### src/ftwc_pkg.sv
// ----------------------------------------------------------------------------
// ftwc_pkg
// shared types and constants for the footprint terrain walkability check
// ----------------------------------------------------------------------------
package ftwc_pkg;

    localparam int DEF_GRID_WIDTH    = 256;
    localparam int DEF_GRID_HEIGHT   = 256;
    localparam int DEF_MAX_FOOTPRINT = 16;

    // wide enough for any grid coordinate plus a footprint span
    localparam int COORD_W   = 13;
    // compare width for footprint clamping (register is 5 bits, so at most 31)
    localparam int FP_CMP_W  = 7;
    localparam int HEIGHT_W  = 8;
    localparam int CFG_IDX_W = 3;
    localparam int CFG_DAT_W = 8;
    localparam int FP_REG_W  = 5;

    typedef enum logic [CFG_IDX_W-1:0] {
        CFG_WATER_LEVEL     = 3'd0,
        CFG_FOOTPRINT_WIDTH = 3'd1,
        CFG_FOOTPRINT_DEPTH = 3'd2,
        CFG_MAX_LAND_SLOPE  = 3'd3,
        CFG_MAX_WATER_SLOPE = 3'd4,
        CFG_MIN_WATER_DEPTH = 3'd5,
        CFG_MAX_WATER_DEPTH = 3'd6
    } t_cfg_idx;

    typedef enum logic [1:0] {
        REASON_OK    = 2'd0,
        REASON_STEEP = 2'd1,
        REASON_DEPTH = 2'd2,
        REASON_GRID  = 2'd3
    } t_reason;

    typedef enum logic [1:0] {
        ST_IDLE,
        ST_READ,
        ST_DRAIN,
        ST_DONE
    } t_state;

    localparam logic [1:0] CORNER_FIRST = 2'd0;
    localparam logic [1:0] CORNER_LAST  = 2'd3;

    typedef struct packed {
        logic       start;
        logic       rd_valid;
        logic [1:0] corner;
    } t_eval_ctrl;

    typedef struct packed {
        logic steep;
        logic depth_fail;
    } t_eval_stat;

    typedef struct packed {
        logic [HEIGHT_W-1:0] water_level;
        logic [HEIGHT_W-1:0] max_land_slope;
        logic [HEIGHT_W-1:0] max_water_slope;
        logic [HEIGHT_W-1:0] min_water_depth;
        logic [HEIGHT_W-1:0] max_water_depth;
    } t_eval_cfg;

endpackage

### src/ftwc_eval.sv
// ----------------------------------------------------------------------------
// ftwc_eval
// shared compare unit: takes one height per cycle while rd_valid is set, folds corner min/max,
// cell slope maximum, wet flag and depth bounds check
// ----------------------------------------------------------------------------
module ftwc_eval
    import ftwc_pkg::*;
(
    input  logic                i_clk,
    input  logic                i_rst_n,
    input  t_eval_ctrl          i_ctrl,
    input  t_eval_cfg           i_cfg,
    input  logic [HEIGHT_W-1:0] i_rd_data,
    output t_eval_stat          o_stat
);

    logic                r_wet;
    logic                r_depth_fail;
    logic                r_cell_done;
    logic [HEIGHT_W-1:0] r_max_slope;
    logic [HEIGHT_W-1:0] r_hi;
    logic [HEIGHT_W-1:0] r_lo;

    logic [HEIGHT_W-1:0] n_hi;
    logic [HEIGHT_W-1:0] n_lo;
    logic [HEIGHT_W-1:0] w_depth;
    logic [HEIGHT_W-1:0] w_slope;
    logic [HEIGHT_W-1:0] w_limit;
    logic                w_below;
    logic                w_dfail;

    always_comb begin
        w_below = i_rd_data < i_cfg.water_level;
        w_depth = w_below ? (i_cfg.water_level - i_rd_data) : '0;
        w_dfail = (w_depth < i_cfg.min_water_depth) || (w_depth > i_cfg.max_water_depth);
        if (i_ctrl.corner == CORNER_FIRST) begin
            n_hi = i_rd_data;
            n_lo = i_rd_data;
        end else begin
            n_hi = (i_rd_data > r_hi) ? i_rd_data : r_hi;
            n_lo = (i_rd_data < r_lo) ? i_rd_data : r_lo;
        end
        w_slope = r_hi - r_lo;
        w_limit = r_wet ? i_cfg.max_water_slope : i_cfg.max_land_slope;
    end

    always_ff @(posedge i_clk) begin
        if (!i_rst_n) begin
            r_wet        <= 1'b0;
            r_depth_fail <= 1'b0;
            r_cell_done  <= 1'b0;
            r_max_slope  <= '0;
        end else if (i_ctrl.start) begin
            r_wet        <= 1'b0;
            r_depth_fail <= 1'b0;
            r_cell_done  <= 1'b0;
            r_max_slope  <= '0;
        end else begin
            r_cell_done <= i_ctrl.rd_valid && (i_ctrl.corner == CORNER_LAST);
            if (i_ctrl.rd_valid && w_below) begin
                r_wet <= 1'b1;
            end
            // depth is taken at the cell's own corner only
            if (i_ctrl.rd_valid && (i_ctrl.corner == CORNER_FIRST) && w_dfail) begin
                r_depth_fail <= 1'b1;
            end
            if (r_cell_done && (w_slope > r_max_slope)) begin
                r_max_slope <= w_slope;
            end
        end
    end

    always_ff @(posedge i_clk) begin
        if (i_ctrl.rd_valid) begin
            r_hi <= n_hi;
            r_lo <= n_lo;
        end
    end

    assign o_stat.steep      = r_max_slope > w_limit;
    assign o_stat.depth_fail = r_depth_fail;

endmodule

### config.mk
export PLATFORM = sky130hd
export DESIGN_NAME = ftwc_eval
export DESIGN_NICKNAME = d
export VERILOG_FILES = /design/src/ftwc_pkg.sv /design/src/ftwc_eval.sv
export SDC_FILE = /design/constraint.sdc
export NUM_CORES = 1
export LEC_CHECK = 0
export BUFFER_PORTS_ARGS = -buffer_cell sky130_fd_sc_hd__buf_2
export CORE_MARGIN = 2
export CORE_UTILIZATION = 46
export DETAILED_ROUTE_END_ITERATION = 6
export PLACE_DENSITY_LB_ADDON = 0.05
export REMOVE_ABC_BUFFERS = 1
export SYNTH_ARGS = -nofsm -noshare
export SYNTH_HDL_FRONTEND = slang
export SYNTH_SLANG_ARGS = --single-unit
### constraint.sdc
create_clock -name i_clk -period 7.5 [get_ports i_clk]
set_clock_uncertainty 0.15 [all_clocks]
set_input_delay 1.5 -clock i_clk [delete_from_list [all_inputs] [get_ports i_clk]]
set_output_delay 1.5 -clock i_clk [all_outputs]
set_load 0.03 [all_outputs]
==> flow_metrics.env, run 1 <==
export IMPL_first_iter_violations=64
export IMPL_timing_final_ws_setup_ns=2.697
export IMPL_r2r_start="r_hi[0]"
export IMPL_synth_most_common_cell="ha_1"
export IMPL_vias_per_cell=5.333
export IMPL_ios=56
export IMPL_power_frac_clock_pct=19.6
export IMPL_critical_path_top_delay_family="compound AO/OA/AOI/OAI gates"
export IMPL_cap_viol_max_count=0
export IMPL_synthCells=322
export IMPL_power_density_mw_per_mm2=138.2
export IMPL_finalHoldViolations=0
export IMPL_max_stage_delay_ns=0.41
export IMPL_grt_pass1_vias=2438
export IMPL_clkSinkCount=27
export IMPL_critPathKind="input port to flip-flop"
export IMPL_htreeDepth=1
export IMPL_cts_resized=0
export IMPL_holdPathStages=2
export IMPL_clockBufferDepth=2
export IMPL_yosys_area_top_type_share_pct=25.79
export IMPL_pwr_share_comb_pct=42.4
export IMPL_finalCritPeriodShare_pct=64.04
export IMPL_dieArea_mm2=0.006871
export IMPL_ys_seq_area_share_pct=24.48
export IMPL_drt_wirelength_per_cell_um=13.41
export IMPL_cp_end_kind="flip-flop"
export IMPL_worst_slew_pin_slew_ns=1.023
export IMPL_clkTransAtPathRegs_ns=0.09
export IMPL_max_slew_margin_pct=31.49
export IMPL_hold_buffers=0
export IMPL_initial_core_util_pct=48.07
export IMPL_cp_buffers_inverters=1
export IMPL_rsz0062_at_grt="false"
export IMPL_ff2ff_path_depth=15
export IMPL_min_period_ns=4.803
export IMPL_dpl_hpwl_um=5234
export IMPL_status="finished, final reports clean"
export IMPL_multi_input_area_mm2=0.001929
export IMPL_dieHeight_um=82.89
export IMPL_finish_utilization_pct=54.77
export IMPL_grt_pass1_wl_um=10550
export IMPL_num_rows=28
export IMPL_synth_area_top_cells="ha_1, edfxtp_1, dfxtp_1, inv_1, a21oi_1"
export IMPL_p_switching_mw=0.1552
export IMPL_crit_fanout=5
export IMPL_worst_path_max_delay_cell="fa_1"
export IMPL_grt_overflow=0
export IMPL_whs_ns=0.3526
export IMPL_timing_rr_end="r_max_slope[2]"
export IMPL_wirelength_um=6074
export IMPL_sw_frac_of_total_pct=34.44
export IMPL_internal_power_mw=0.2955
export IMPL_fin_nets=494
export IMPL_synth_largest_area_cell="ha_1"
export IMPL_holdPathEnd="r_max_slope[3]"
export IMPL_path_cells="buf_2 > ha_1 > fa_1 > nand2b_1 > a211oi_2 > nor3_1 > nand2b_1 > nor3_1 > ha_1 > a21o_1 > a21o_1 > a21oi_1 > a21oi_1 > o221a_1 > a32o_1"
export IMPL_syn_to_final_growth_pct=13.94
export IMPL_drv_slew=0
export IMPL_arrival_ns=4.83
export IMPL_ys_warn_count=0
export IMPL_seq_area_um2=700.7
export IMPL_tns_ns=0
export IMPL_leakage_nw=1.612
export IMPL_worstSetupStartpointType="input port"
export IMPL_reg2reg_slack_ns=4.02
export IMPL_hold_class="flip-flop to flip-flop"
export IMPL_synth_flop_cell="edfxtp_1"
export IMPL_port_buffers=55
export IMPL_grt_max_degree=15
export IMPL_cts_buffers=3
export IMPL_max_clock_freq_mhz=208.2
export IMPL_drt_first_pass_iters=4
export IMPL_drive_above_1_share_pct=18.52
export IMPL_preCtsSetupSlack_ns=2.380
export IMPL_finalSetupViolations=0
export IMPL_fill_cells=605
export IMPL_synth_area_mm2=0.002863
export IMPL_clock_insertion_delay_worst_skew_ns=0.27
export IMPL_cts_setup_buffers=0
export IMPL_avgSynthCellArea_um2=8.891
export IMPL_cts_tree="built"
export IMPL_synthDistinctLibCells=50
export IMPL_peakVddDrop_mv=0.07592
export IMPL_antenna_found_initial=0
export IMPL_globalRouteTotalUtil_pct=18.10
export IMPL_antenna_cells=0
export IMPL_seqPwrFrac_pct=38.0
export IMPL_synth_edf_count=16
export IMPL_hold_start="r_max_slope[3]"
export IMPL_cp_required_ns=7.53
export IMPL_async_flop_share_pct=0
export IMPL_cts_root_buf="clkbuf_8"
export IMPL_netlist_top_cells_count="ha_1, inv_1, a21oi_1"
export IMPL_coreArea_mm2=0.005956
export IMPL_drtAntennaViolNets=0
export IMPL_num_vias=2416
export IMPL_drc=0
export IMPL_place_gp_congestion=0.7952
export IMPL_fp_dieW_um=82.89
export IMPL_synth_seq_cells=27
[worst min-delay path, cell delays in order, from the launching register on]
cell,delay [ns]
dfxtp_1,0.34
nand3_1,0.07
a21oi_1,0.06
[through the flow]
step / power (mW) / cell area (µm²) / instances
finish: 0.4508 / 3262 / 453
global route: 0.4881 / 3262 / 453
detailed placement: 0.3656 / 3213 / 449
floorplan: 0.3110 / 2836 / 318
global placement: 0.3634 / 3213 / 449
CTS: 0.4544 / 3262 / 453
[placed cells by master, fill, tap and decap left out, drive strengths merged, types with 7 or more instances in the layout]
cell type   n
dfxtp      11
inv        55
a21oi      27
nor2b       9
a21o       13
nand2b      7
o21ai      19
o21a        9
nand4      10
ha         59
buf        56
nor2       15
nand3       9
mux2i       8
edfxtp     16
xnor2       7
[power groups by stage]
stage / Sequential [mW] / Combinational [mW] / Clock (mW)
floorplan: 0.174 / 0.137 / 0
global placement: 0.175 / 0.189 / 0
detailed placement: 0.175 / 0.191 / 0
CTS: 0.171 / 0.193 / 0.0901
global route: 0.172 / 0.220 / 0.0957
finish: 0.171 / 0.191 / 0.0885
[worst max path at each step]
stage / slack, ns / to / cells past startpoint / from
floorplan: 2.78 / r_depth_fail / 15 / i_cfg[32]
global placement: 2.46 / r_depth_fail / 15 / i_rd_data[0]
detailed placement: 2.38 / r_depth_fail / 15 / i_rd_data[0]
CTS: 2.67 / r_depth_fail / 15 / i_rd_data[0]
global route: 2.46 / r_depth_fail / 15 / i_rd_data[0]
finish: 2.70 / r_depth_fail / 15 / i_rd_data[0]
[per-layer routing]
layer | vias up | track usage, % | routed length (µm)
met5 | - | 0 | 0
met4 | 0 | 4.173 | 75
met3 | 7 | 2.386 | 241
met2 | 49 | 33.06 | 2920
met1 | 1097 | 22.52 | 2837
li1 | 1263 | - | -
[flip-flops by register name (all words and copies together), names as in the netlist]
| register | cells |
|---|---|
| r_max_slope | 8 |
| r_cell_done | 1 |
| r_wet | 1 |
| r_depth_fail | 1 |
| r_hi | 8 |
| r_lo | 8 |
[area by class of cell]
cell class | instances | area share (%)
tap | 75 | 2.877
inverter | 55 | 6.329
clock buffer | 4 | 1.496
timing repair buffer | 56 | 8.669
sequential | 27 | 21.48
multi-input combinational | 236 | 59.15
[logic make-up (layout without fill, tap and decap cells)]
group | count (synthesis) | count (layout) | synth area share, %
AO/OA/AOI/OAI | 85 | 85 | 19.93
AND/OR/NAND/NOR | 70 | 70 | 13.64
adder cells (fa/ha/maj) | 62 | 62 | 27.58
buffers and inverters | 59 | 115 | 8.130
flip-flops | 27 | 27 | 24.48
XOR/XNOR | 10 | 10 | 3.060
multiplexers | 9 | 9 | 3.191
(Power assumes the default switching activity.)
==> inputs of run 2 (changes only) <==
clock period = 4.6 ns   (was 7.5 ns; I/O delays follow)
==> flow_metrics.env, run 2 (synthesis gave the netlist of run 1 again) <==
export IMPL_first_iter_violations=54
export IMPL_cp_required_ns=4.62
export IMPL_fill_cells=577
export IMPL_whs_ns=0.3466
export IMPL_finalCritPeriodShare_pct=90.91
export IMPL_clkSinkCount=27
export IMPL_multi_input_area_mm2=0.001929
export IMPL_arrival_ns=4.20
export IMPL_peakVddDrop_mv=0.1116
export IMPL_syn_to_final_growth_pct=14.20
export IMPL_cp_buffers_inverters=1
export IMPL_hold_class="flip-flop to flip-flop"
export IMPL_wl_met2_um=2964
export IMPL_highest_layer="met4"
export IMPL_cts_buffers=3
export IMPL_finalSetupViolations=0
export IMPL_drt_first_pass_iters=4
export IMPL_final_common_cell="ha_1"
export IMPL_drt_wirelength_per_cell_um=13.31
export IMPL_critical_path_top_delay_family="compound AO/OA/AOI/OAI gates"
export IMPL_met1Wirelength_um=2907
export IMPL_top_regs="r_hi: 8 flops, r_lo: 8 flops, r_max_slope: 8 flops"
export IMPL_critPathKind="input port to flip-flop"
export IMPL_grt_pass1_vias=2439
export IMPL_clock_insertion_delay_worst_skew_ns=0.27
export IMPL_globalRouteTotalUtil_pct=17.91
export IMPL_dieHeight_um=82.89
export IMPL_leakage_nw=1.613
export IMPL_cap_viol_max_count=0
export IMPL_initial_core_util_pct=48.07
export IMPL_worst_slew_pin_slew_ns=0.9659
export IMPL_final_area_mm2=0.003269
export IMPL_wirelength_um=6044
export IMPL_seq_area_um2=700.7
export IMPL_num_rows=28
export IMPL_worstSetupStartpointType="input port"
export IMPL_layout_common_cells="ha_1, inv_1, buf_2"
export IMPL_power_mw=0.7314
export IMPL_dpl_hpwl_um=5280
export IMPL_power_density_mw_per_mm2=223.7
export IMPL_finalHoldViolations=0
export IMPL_finish_utilization_pct=54.90
export IMPL_htreeDepth=1
export IMPL_antenna_found_initial=0
export IMPL_place_gp_congestion=0.7949
export IMPL_port_buffers=55
export IMPL_drtAntennaViolNets=0
export IMPL_wl_met3_um=138
export IMPL_max_slew_margin_pct=35.31
export IMPL_dieArea_mm2=0.006871
export IMPL_clockBufferDepth=2
export IMPL_status="finished, final reports clean"
export IMPL_num_vias=2386
export IMPL_fp_dieW_um=82.89
export IMPL_cts_resized=0
export IMPL_max_clock_freq_mhz=239.1
export IMPL_cts_tree="built"
export IMPL_cts_setup_buffers=0
export IMPL_path_cells="buf_2 > ha_1 > fa_1 > nand2b_1 > a211oi_2 > nor3_1 > nand2b_1 > nor3_1 > ha_1 > a21o_1 > a21o_1 > a21oi_1 > a21oi_1 > o221a_1 > a32o_1"
export IMPL_placed_area_mm2=0.003221
export IMPL_max_stage_delay_ns=0.40
export IMPL_vias_per_cell=5.256
export IMPL_rsz0062_at_grt="false"
export IMPL_worst_path_max_delay_cell="fa_1"
export IMPL_cts_root_buf="clkbuf_8"
export IMPL_grt_overflow=0
export IMPL_grt_max_degree=17
export IMPL_coreArea_mm2=0.005956
export IMPL_fin_nets=495
export IMPL_crit_fanout=5
export IMPL_min_period_ns=4.182
export IMPL_drive_above_1_share_pct=18.73
export IMPL_antenna_cells=0
export IMPL_ios=56
export IMPL_drv_slew=0
export IMPL_tns_ns=0
export IMPL_drc=0
export IMPL_hold_buffers=0
export IMPL_clkTransAtPathRegs_ns=0.10
export IMPL_cp_end_kind="flip-flop"
export IMPL_grt_pass1_wl_um=10480
-- run 2: cell types whose count changed in the layout (fill, tap and decap cells not counted) --
cell        delta
buf_4          +1
clkbuf_4       -1
clkinvlp_4     +1
-- run 2: worst reg2reg max path, stage by stage, from the launching register on --
cell and delay [ns]:
edfxtp_1 0.41, inv_1 0.08, ha_1 0.17, inv_1 0.06
fa_1 0.41, a21o_1 0.18, a21oi_1 0.23, nand3b_1 0.14
nand3_1 0.10, ha_1 0.31, nand4_1 0.13, o21ai_0 0.28
nor2_1 0.10, o21ai_1 0.30, a21oi_1 0.14, a211oi_1 0.22
-- run 2: final timing paths --
| check | from | to | slack, ns | depth (start not counted) |
|---|---|---|---|---|
| setup / recovery | i_rd_data[0] | r_depth_fail | 0.42 | 15 |
| hold / removal | r_max_slope[1] | r_max_slope[1] | 0.35 | 2 |
| setup reg to reg | r_hi[0] | r_max_slope[2] | 1.13 | 15 |
| hold reg to reg | r_max_slope[1] | r_max_slope[1] | 0.35 | 2 |
-- run 2: layout make-up --
type                            instances  share of cell area, %
Clock buffer                            3                  1.263
Clock inverter                          1                 0.2296
Inverter                               55                  6.315
Multi-Input combinational cell        236                  59.01
Sequential cell                        27                  21.43
Tap cell                               75                  2.870
Timing Repair Buffer                   57                  8.879
-- run 2: layer usage --
layer,global-route usage (%),vias to the layer above
met4,2.683,0
met5,0,-
li1,-,1267
met2,33.06,36
met3,1.590,2
met1,23.04,1081
-- run 2: report_power, final --
group	internal (mW)	total, mW	switching, mW
logic	0.143	0.310	0.167
clock network	0.0615	0.141	0.0800
registers	0.271	0.280	0.00806
total	0.476	0.731	0.255
-- run 2: through the flow --
| step | cells | setup WS (ns) |
|---|---|---|
| global route | 454 | 0.2061 |
| CTS | 454 | 0.3929 |
| floorplan | 318 | 0.4566 |
| global placement | 450 | 0.2365 |
| detailed placement | 450 | 0.1113 |
| finish | 454 | 0.4180 |
